File: config.mk
export PLATFORM = sky130hd
export DESIGN_NAME = ppp_async_deframer
export DESIGN_NICKNAME = d
export VERILOG_FILES = /design/src/design/ppd_pkg.sv /design/src/design/ppp_async_deframer.sv /design/src/design/ppd_front.sv /design/src/design/ppd_queue.sv /design/src/design/ppd_back.sv
export SDC_FILE = /design/constraint.sdc
export NUM_CORES = 1
export LEC_CHECK = 0
export BUFFER_PORTS_ARGS = -buffer_cell sky130_fd_sc_hd__buf_2
export CORE_AREA = 5 5 212 214
export CTS_BUF_LIST = sky130_fd_sc_hd__clkbuf_8
export CTS_CLUSTER_SIZE = 14
export DETAILED_ROUTE_END_ITERATION = 8
export DIE_AREA = 0 0 217 219
export PLACE_DENSITY = 0.78
export RECOVER_POWER = 50
export SYNTH_ARGS = -nofsm -noshare
export SYNTH_HDL_FRONTEND = slang
export SYNTH_HIERARCHICAL = 1
export SYNTH_SLANG_ARGS = --single-unit
File: constraint.sdc
create_clock -name clk -period 20.4 [get_ports clk]
set_input_delay 3.06 -clock clk [delete_from_list [all_inputs] [get_ports clk]]
set_output_delay 3.06 -clock clk [all_outputs]
set_load 0.005 [all_outputs]
File: src/design/ppd_pkg.sv
// ----------------------------------------------------------------------------
// ppd_pkg - shared types and helpers for the PPP async deframer
// Octet codes, queue entry layout and the per-octet frame bookkeeping.
// ----------------------------------------------------------------------------
`default_nettype none

package ppd_pkg;

    localparam logic [7:0]  FLAG_OCTET    = 8'h7E;
    localparam logic [7:0]  ESC_OCTET     = 8'h7D;
    localparam logic [7:0]  ESC_MASK      = 8'h20;
    localparam logic [7:0]  ESC_KEEP_HI   = 8'h5E;
    localparam logic [7:0]  ESC_KEEP_LO   = 8'h5D;
    localparam logic [15:0] COUNT_MAX     = 16'hFFFF;
    localparam logic [15:0] PROTO_RESET   = 16'h8021;
    localparam logic [15:0] IDX_PROTO_HI  = 16'd2;
    localparam logic [15:0] IDX_PROTO_LO  = 16'd3;
    localparam logic [15:0] MIN_PROTO_LEN = 16'd4;
    localparam int          QUEUE_DEPTH   = 4;

    localparam logic KIND_BYTE = 1'b0;
    localparam logic KIND_EOF  = 1'b1;

    typedef struct packed {
        logic        kind;
        logic [7:0]  data_byte;
        logic [15:0] byte_index;
        logic [15:0] frame_length;
        logic [15:0] protocol_word;
        logic        protocol_match;
    } result_t;

    // One accepted octet gives one or two results
    typedef struct packed {
        logic    two;
        result_t res0;
        result_t res1;
    } entry_t;

    typedef struct packed {
        logic [15:0] cnt;
        logic [7:0]  ph;
        logic [7:0]  pl;
    } frame_state_t;

    typedef struct packed {
        logic full;
        logic empty;
    } q_status_t;

    // Advance frame bookkeeping by one payload octet
    function automatic frame_state_t ppd_emit(frame_state_t s, logic [7:0] b);
        frame_state_t r;
        r = s;
        if (s.cnt == IDX_PROTO_HI) r.ph = b;
        if (s.cnt == IDX_PROTO_LO) r.pl = b;
        if (s.cnt != COUNT_MAX) r.cnt = s.cnt + 16'd1;
        return r;
    endfunction

    function automatic result_t ppd_byte_res(logic [7:0] b, logic [15:0] idx);
        result_t r;
        r                = '0;
        r.kind           = KIND_BYTE;
        r.data_byte      = b;
        r.byte_index     = idx;
        return r;
    endfunction

    function automatic result_t ppd_eof_res(frame_state_t s, logic [15:0] proto);
        result_t     r;
        logic [15:0] word;
        word             = (s.cnt >= MIN_PROTO_LEN) ? {s.ph, s.pl} : 16'd0;
        r                = '0;
        r.kind           = KIND_EOF;
        r.frame_length   = s.cnt;
        r.protocol_word  = word;
        r.protocol_match = (word == proto);
        return r;
    endfunction

endpackage

`default_nettype wire

File: src/design/ppp_async_deframer.sv
// ----------------------------------------------------------------------------
// ppp_async_deframer - PPP HDLC-like asynchronous deframer
// Removes flags and escapes, reports payload octets and end-of-frame summaries.
// ----------------------------------------------------------------------------
//
//  channel | signals                              | direction | handshake
//  --------+--------------------------------------+-----------+-----------
//  input   | rx_byte                              | in        | in_valid/in_ready
//  output  | kind data_byte byte_index            | out       | out_valid/out_ready
//          | frame_length protocol_word           |           |
//          | protocol_match last                  |           |
//  config  | cfg_wr_data (match_protocol)         | in        | cfg_wr_en, no wait
//
//  One octet is accepted per cycle while the entry queue has room; the front
//  part classifies it in the same cycle, so octets follow back to back.
//  Results leave one per cycle while out_ready is high; an octet that yields
//  two results holds the output until both are taken, and the queue of DEPTH
//  entries absorbs that. Each accepted entry is registered in the queue first.
//  Reset clears state at once; no clearing pass, hunting for a flag after it.
//  Either side may stall on its own: a full queue drops in_ready, an empty
//  queue drops out_valid; a stalled result holds until taken.
// ----------------------------------------------------------------------------
`default_nettype none

module ppp_async_deframer
    import ppd_pkg::*;
#(
    parameter int DEPTH = QUEUE_DEPTH
)
(
    input  wire logic        clk,
    input  wire logic        rst_n,
    input  wire logic        in_valid,
    output logic             in_ready,
    input  wire logic [7:0]  rx_byte,
    output logic             out_valid,
    input  wire logic        out_ready,
    output logic             kind,
    output logic [7:0]       data_byte,
    output logic [15:0]      byte_index,
    output logic [15:0]      frame_length,
    output logic [15:0]      protocol_word,
    output logic             protocol_match,
    output logic             last,
    input  wire logic        cfg_wr_en,
    input  wire logic [15:0] cfg_wr_data
);

    q_status_t q_status;
    logic      push, pop;
    entry_t    push_entry, head;
    result_t   out_res;

    // front: accept, track frame state, classify each octet
    ppd_front u_front (
        .clk        (clk),
        .rst_n      (rst_n),
        .in_valid   (in_valid),
        .in_ready   (in_ready),
        .rx_byte    (rx_byte),
        .cfg_wr_en  (cfg_wr_en),
        .cfg_wr_data(cfg_wr_data),
        .q_status   (q_status),
        .push       (push),
        .push_entry (push_entry)
    );

    // queue: decouple front from back
    ppd_queue #(
        .DEPTH(DEPTH)
    ) u_queue (
        .clk       (clk),
        .rst_n     (rst_n),
        .push      (push),
        .push_entry(push_entry),
        .pop       (pop),
        .head      (head),
        .q_status  (q_status)
    );

    // back: deliver results one request at a time
    ppd_back u_back (
        .clk      (clk),
        .rst_n    (rst_n),
        .head     (head),
        .q_status (q_status),
        .pop      (pop),
        .out_valid(out_valid),
        .out_ready(out_ready),
        .out_res  (out_res),
        .last     (last)
    );

    assign kind           = out_res.kind;
    assign data_byte      = out_res.data_byte;
    assign byte_index     = out_res.byte_index;
    assign frame_length   = out_res.frame_length;
    assign protocol_word  = out_res.protocol_word;
    assign protocol_match = out_res.protocol_match;

endmodule

`default_nettype wire

File: src/design/ppd_front.sv
// ----------------------------------------------------------------------------
// ppd_front - octet acceptance and classification
// Tracks hunt/escape/frame state and pushes one queue entry per octet that yields results.
// ----------------------------------------------------------------------------
`default_nettype none

module ppd_front
    import ppd_pkg::*;
(
    input  wire logic        clk,
    input  wire logic        rst_n,
    input  wire logic        in_valid,
    output logic             in_ready,
    input  wire logic [7:0]  rx_byte,
    input  wire logic        cfg_wr_en,
    input  wire logic [15:0] cfg_wr_data,
    input  wire q_status_t   q_status,
    output logic             push,
    output entry_t           push_entry
);

    logic         hunting_reg, hunting_next;
    logic         esc_reg, esc_next;
    frame_state_t fs_reg, fs_next;
    logic [15:0]  proto_reg;

    logic         accept;
    logic [1:0]   n_emit;
    logic [7:0]   e0, e1;
    frame_state_t s1, s2, s_end;
    result_t      r_e0, r_e1, r_eof;
    logic         eof_valid;
    logic         is_flag;

    assign in_ready = !q_status.full;
    assign accept   = in_valid && in_ready;
    assign is_flag  = (rx_byte == FLAG_OCTET);

    always_comb
    begin
        logic [7:0] t;
        t        = rx_byte ^ ESC_MASK;
        n_emit   = 2'd0;
        e0       = rx_byte;
        e1       = rx_byte;
        esc_next = esc_reg;
        if (is_flag)
        begin
            // pending escape before a flag passes through as the escape octet
            if (esc_reg)
            begin
                n_emit = 2'd1;
                e0     = ESC_OCTET;
            end
        end
        else if (esc_reg)
        begin
            esc_next = 1'b0;
            if (t < ESC_MASK || rx_byte == ESC_KEEP_HI || rx_byte == ESC_KEEP_LO)
            begin
                n_emit = 2'd1;
                e0     = t;
            end
            else
            begin
                n_emit = 2'd2;
                e0     = ESC_OCTET;
            end
        end
        else if (rx_byte == ESC_OCTET)
        begin
            esc_next = 1'b1;
        end
        else
        begin
            n_emit = 2'd1;
        end
    end

    always_comb
    begin
        s1    = ppd_emit(fs_reg, e0);
        s2    = ppd_emit(s1, e1);
        case (n_emit)
            2'd0:    s_end = fs_reg;
            2'd1:    s_end = s1;
            default: s_end = s2;
        endcase
        r_e0      = ppd_byte_res(e0, fs_reg.cnt);
        r_e1      = ppd_byte_res(e1, s1.cnt);
        r_eof     = ppd_eof_res(s_end, proto_reg);
        eof_valid = is_flag && (s_end.cnt != 16'd0);
    end

    always_comb
    begin
        push_entry.two  = 1'b0;
        push_entry.res0 = r_e0;
        push_entry.res1 = r_e1;
        if (n_emit == 2'd2)
        begin
            push_entry.two = 1'b1;
        end
        else if (n_emit == 2'd1)
        begin
            push_entry.two  = eof_valid;
            push_entry.res1 = r_eof;
        end
        else
        begin
            push_entry.res0 = r_eof;
        end
        push = accept && !hunting_reg && (n_emit != 2'd0 || eof_valid);
    end

    always_comb
    begin
        hunting_next = hunting_reg;
        fs_next      = fs_reg;
        if (accept)
        begin
            if (is_flag)
            begin
                // a flag closes any frame and opens the next one
                hunting_next = 1'b0;
                fs_next      = '0;
            end
            else if (!hunting_reg)
            begin
                fs_next = s_end;
            end
        end
    end

    always_ff @(posedge clk or negedge rst_n)
    begin
        if (!rst_n)
        begin
            hunting_reg <= 1'b1;
            esc_reg     <= 1'b0;
            fs_reg      <= '0;
            proto_reg   <= PROTO_RESET;
        end
        else
        begin
            hunting_reg <= hunting_next;
            fs_reg      <= fs_next;
            if (accept)
            begin
                esc_reg <= (is_flag || hunting_reg) ? 1'b0 : esc_next;
            end
            if (cfg_wr_en)
            begin
                proto_reg <= cfg_wr_data;
            end
        end
    end

endmodule

`default_nettype wire

File: src/design/ppd_queue.sv
// ----------------------------------------------------------------------------
// ppd_queue - entry queue between front and back
// Small circular buffer of classified entries.
// ----------------------------------------------------------------------------
`default_nettype none

module ppd_queue
    import ppd_pkg::*;
#(
    parameter int DEPTH = QUEUE_DEPTH
)
(
    input  wire logic   clk,
    input  wire logic   rst_n,
    input  wire logic   push,
    input  wire entry_t push_entry,
    input  wire logic   pop,
    output entry_t      head,
    output q_status_t   q_status
);

    localparam int PTR_W = (DEPTH > 1) ? $clog2(DEPTH) : 1;
    localparam int CNT_W = $clog2(DEPTH + 1);
    localparam logic [PTR_W-1:0] PTR_LAST = PTR_W'(DEPTH - 1);
    localparam logic [CNT_W-1:0] CNT_FULL = CNT_W'(DEPTH);

    entry_t           mem [DEPTH];
    logic [PTR_W-1:0] wr_ptr_reg, rd_ptr_reg;
    logic [CNT_W-1:0] cnt_reg;

    assign q_status.full  = (cnt_reg == CNT_FULL);
    assign q_status.empty = (cnt_reg == '0);
    assign head           = mem[rd_ptr_reg];

    always_ff @(posedge clk)
    begin
        if (push)
        begin
            mem[wr_ptr_reg] <= push_entry;
        end
    end

    always_ff @(posedge clk or negedge rst_n)
    begin
        if (!rst_n)
        begin
            wr_ptr_reg <= '0;
            rd_ptr_reg <= '0;
            cnt_reg    <= '0;
        end
        else
        begin
            if (push)
            begin
                wr_ptr_reg <= (wr_ptr_reg == PTR_LAST) ? '0 : wr_ptr_reg + 1'b1;
            end
            if (pop)
            begin
                rd_ptr_reg <= (rd_ptr_reg == PTR_LAST) ? '0 : rd_ptr_reg + 1'b1;
            end
            if (push && !pop)
            begin
                cnt_reg <= cnt_reg + 1'b1;
            end
            else if (pop && !push)
            begin
                cnt_reg <= cnt_reg - 1'b1;
            end
        end
    end

endmodule

`default_nettype wire

File: src/design/ppd_back.sv
// ----------------------------------------------------------------------------
// ppd_back - result sequencer
// Delivers the one or two results of the head entry, then releases it.
// ----------------------------------------------------------------------------
`default_nettype none

module ppd_back
    import ppd_pkg::*;
(
    input  wire logic      clk,
    input  wire logic      rst_n,
    input  wire entry_t    head,
    input  wire q_status_t q_status,
    output logic           pop,
    output logic           out_valid,
    input  wire logic      out_ready,
    output result_t        out_res,
    output logic           last
);

    logic sel_reg;
    logic out_accept;

    assign out_valid  = !q_status.empty;
    assign out_res    = sel_reg ? head.res1 : head.res0;
    assign last       = sel_reg || !head.two;
    assign out_accept = out_valid && out_ready;
    assign pop        = out_accept && last;

    always_ff @(posedge clk or negedge rst_n)
    begin
        if (!rst_n)
        begin
            sel_reg <= 1'b0;
        end
        else if (out_accept)
        begin
            sel_reg <= !last;
        end
    end

endmodule

`default_nettype wire

==> impl_metrics.env <==
export IMPL_syn_to_final_growth_pct=8.39
export IMPL_tns_ns=0
export IMPL_violations="capacitance limit, slew limit"
export IMPL_ys_seq_area_frac=0.643
export IMPL_power_density_nw_per_um2=140
export IMPL_synth_area_leaders="edfxtp_1 58%, mux4_2 11%, dfrtp_1 5.6%"
export IMPL_fin_skew_ns=0.0373
export IMPL_post_route_util=0.612
export IMPL_dieArea_um2=47500
export IMPL_worst_path_max_delay_cell="clkbuf_1"
export IMPL_leakage_nw=9.09
export IMPL_cpPeakStageDelay_ns=3.18
export IMPL_yosys_area_top_type_share=0.583
export IMPL_ctsHtreeMaxLevel=3
export IMPL_drv_slew=184
export IMPL_firstDrtPassIters=6
export IMPL_die_w_um=217
export IMPL_yosys_warnings=6
export IMPL_dr_first_iter_drc_count=1502
export IMPL_rows=76
export IMPL_setup_violations_final=0
export IMPL_wl_um=59200
export IMPL_cts_made_buffers=82
export IMPL_cts_repair_resized=0
export IMPL_postRouteAntennaNets=0
export IMPL_final_common_cell="edfxtp_1"
export IMPL_cp_cell_sequence="clkbuf_1 > clkbuf_1 > mux4_2 > mux2_1 > buf_2"
export IMPL_clockRootBuffer="clkbuf_8"
export IMPL_cap_violations=4
export IMPL_cts_tree="done"
export IMPL_grt_pass1_vias=14600
export IMPL_yosys_most_used_dff="edfxtp_1"
export IMPL_grt_max_degree=71
export IMPL_outcome="finished, violations left"
export IMPL_end_kind="primary output"
export IMPL_wl_per_cell_um=26.5
export IMPL_hold_viol_final=0
export IMPL_tightest_slew_ns=4.43
export IMPL_synth_area_leader_cell="edfxtp_1"
export IMPL_io_pins=90
export IMPL_clk_pin_slew_worst_paths_ns=0.06
export IMPL_hold_buffers=0
export IMPL_syn_nets=1566
export IMPL_gp_congestion=1.00
export IMPL_synth_edf_count=468
export IMPL_vdd_ir_drop_max_uv=97.0
export IMPL_synth_seq_cells=526
export IMPL_cts_buffer_depth=3
export IMPL_cpLargestDelayFamily="buffers and inverters"
export IMPL_grt_overflow_total=0
export IMPL_maxSlewHeadroom=-1.95
export IMPL_grtUsageTotal=0.251
export IMPL_finalCritPeriodShare=0.598
export IMPL_crit_top_cell="clkbuf_1"
export IMPL_rsz0062_at_grt="false"
export IMPL_core_area_um2=42700
export IMPL_cp_max_fo=52
export IMPL_fin_crit_ns=12.21
export IMPL_critPathArrivalTime_ns=9.15
export IMPL_cts_setup_buffers=0
export IMPL_synth_cell_types=88
export IMPL_insertion_delay_ns=0.66
export IMPL_num_antenna_cells=0
export IMPL_syn_area_um2=24100
export IMPL_vias_per_cell=6.36
export IMPL_drive_above_1_share=0.222
export IMPL_critPathKind="reg2out"
export IMPL_fmax_ghz=0.0819
export IMPL_nNetsFinal=1671
export IMPL_crit_required_ns=17.34
export IMPL_drc=0
export IMPL_initial_core_util=0.565
export IMPL_port_buffers=89
export IMPL_hold_class="reg2reg"
export IMPL_dp_hpwl_um=38600
export IMPL_cp_num_buf_inv=3
export IMPL_layout_common_cells="468 x edfxtp_1, 139 x nor2_1, 117 x mux4_2"
export IMPL_largest_reg_flops=468
export IMPL_async_reset_ff_frac=0.110
export IMPL_syn_inst=1522
export IMPL_num_vias=14200
export IMPL_synth_area_per_cell_um2=15.8
export IMPL_finalPower_w=0.00365
export IMPL_dieHeight_um=219
export IMPL_cp_start_kind="flip-flop"
export IMPL_clock_sinks=526
export IMPL_grt_pass1_wl_um=90600
export IMPL_antenna_found_initial=0
metal layers:
| metal | track usage | up-vias | part of all wire |
|---|---|---|---|
| li1 | - | 6229 | - |
| met1 | 0.353 | 7143 | 0.41 |
| met2 | 0.389 | 717 | 0.47 |
| met3 | 0.0521 | 146 | 0.082 |
| met4 | 0.107 | 0 | 0.039 |
| met5 | 0 | - | 0 |
kinds of logic after synthesis:
group / after synthesis / share of synthesized area
flip-flops: 526 / 0.643
AND/OR/NAND/NOR: 413 / 0.0872
AO/OA/AOI/OAI: 223 / 0.0619
multiplexers: 218 / 0.165
buffers and inverters: 113 / 0.0298
adder cells (fa/ha/maj): 15 / 0.00810
XOR/XNOR: 14 / 0.00509
cell usage after synthesis (all sizes together), types with 5 or more instances:
| master | number |
|---|---|
| edfxtp | 468 |
| nor2 | 139 |
| mux4 | 117 |
| nand2 | 83 |
| mux2 | 82 |
| o21ai | 73 |
| dfrtp | 54 |
| buf | 53 |
| a21oi | 41 |
| clkbuf | 41 |
| and2 | 36 |
| nand3 | 27 |
| nor3 | 26 |
| inv | 19 |
| mux2i | 19 |
| ha | 14 |
| a22oi | 13 |
| nand4 | 13 |
| and4 | 11 |
| nand2b | 11 |
| and3 | 10 |
| nor4 | 10 |
| or4 | 10 |
| o211ai | 9 |
| a21o | 8 |
| or2 | 8 |
| o22ai | 7 |
| xnor2 | 7 |
| xor2 | 7 |
| a211oi | 6 |
| a221oi | 6 |
| a22o | 6 |
| a31oi | 6 |
| nor2b | 6 |
| nor3b | 6 |
| o31ai | 5 |
area by class of cell:
class / instances / area (um2)
sequential: 526 / 15500
timing repair buffer: 115 / 596
fill: 3105 / 16600
multi-input combinational: 883 / 7670
clock inverter: 61 / 394
tap: 546 / 683
inverter: 19 / 71.3
clock buffer: 87 / 1200
final timing paths:
kind | from | endpoint | slack [ns] | depth (start not counted)
max | u_queue/rd_ptr_reg[0] | frame_length[8] | 8.19 | 5
min | u_front/hunting_reg | u_front/hunting_reg | 0.48 | 1
max reg2reg | u_front/esc_reg | u_queue/mem[2][83] | 12.36 | 20
min reg2reg | u_front/hunting_reg | u_front/hunting_reg | 0.48 | 1
max in group asynchronous | rst_n | u_back/sel_reg | 13.96 | 2
min in group asynchronous | rst_n | u_front/proto_reg[12] | 3.80 | 2
worst register-to-register path: cells and delay by family, from the launching register on:
| family | cells | cell delay, ns |
|---|---|---|
| adders and majority gates | 1 | 0.45 |
| buffers and inverters | 4 | 2.09 |
| DFF | 1 | 0.46 |
| and+or+nand+nor | 8 | 3.02 |
| AOI/OAI and AO/OA | 7 | 1.56 |
power by group:
part	internal, W	switching (W)
registers	0.00146	0.000145
logic	0.000542	0.000662
clock network	0.000449	0.000396
metrics by stage:
stage / hold WS (ns) / cells / area (um2) / setup WS, ns
2_1_floorplan: 0.450 / 1522 / 24100 / 10.27
3_3_place_gp: 0.463 / 2089 / 24800 / 10.36
3_5_place_dp: 0.471 / 2089 / 24800 / 10.15
4_1_cts: 0.481 / 2237 / 26400 / 10.82
5_1_grt: 0.506 / 2237 / 26100 / 6.64
6_report: 0.480 / 2237 / 26100 / 8.19
(Power assumes the default switching activity.)
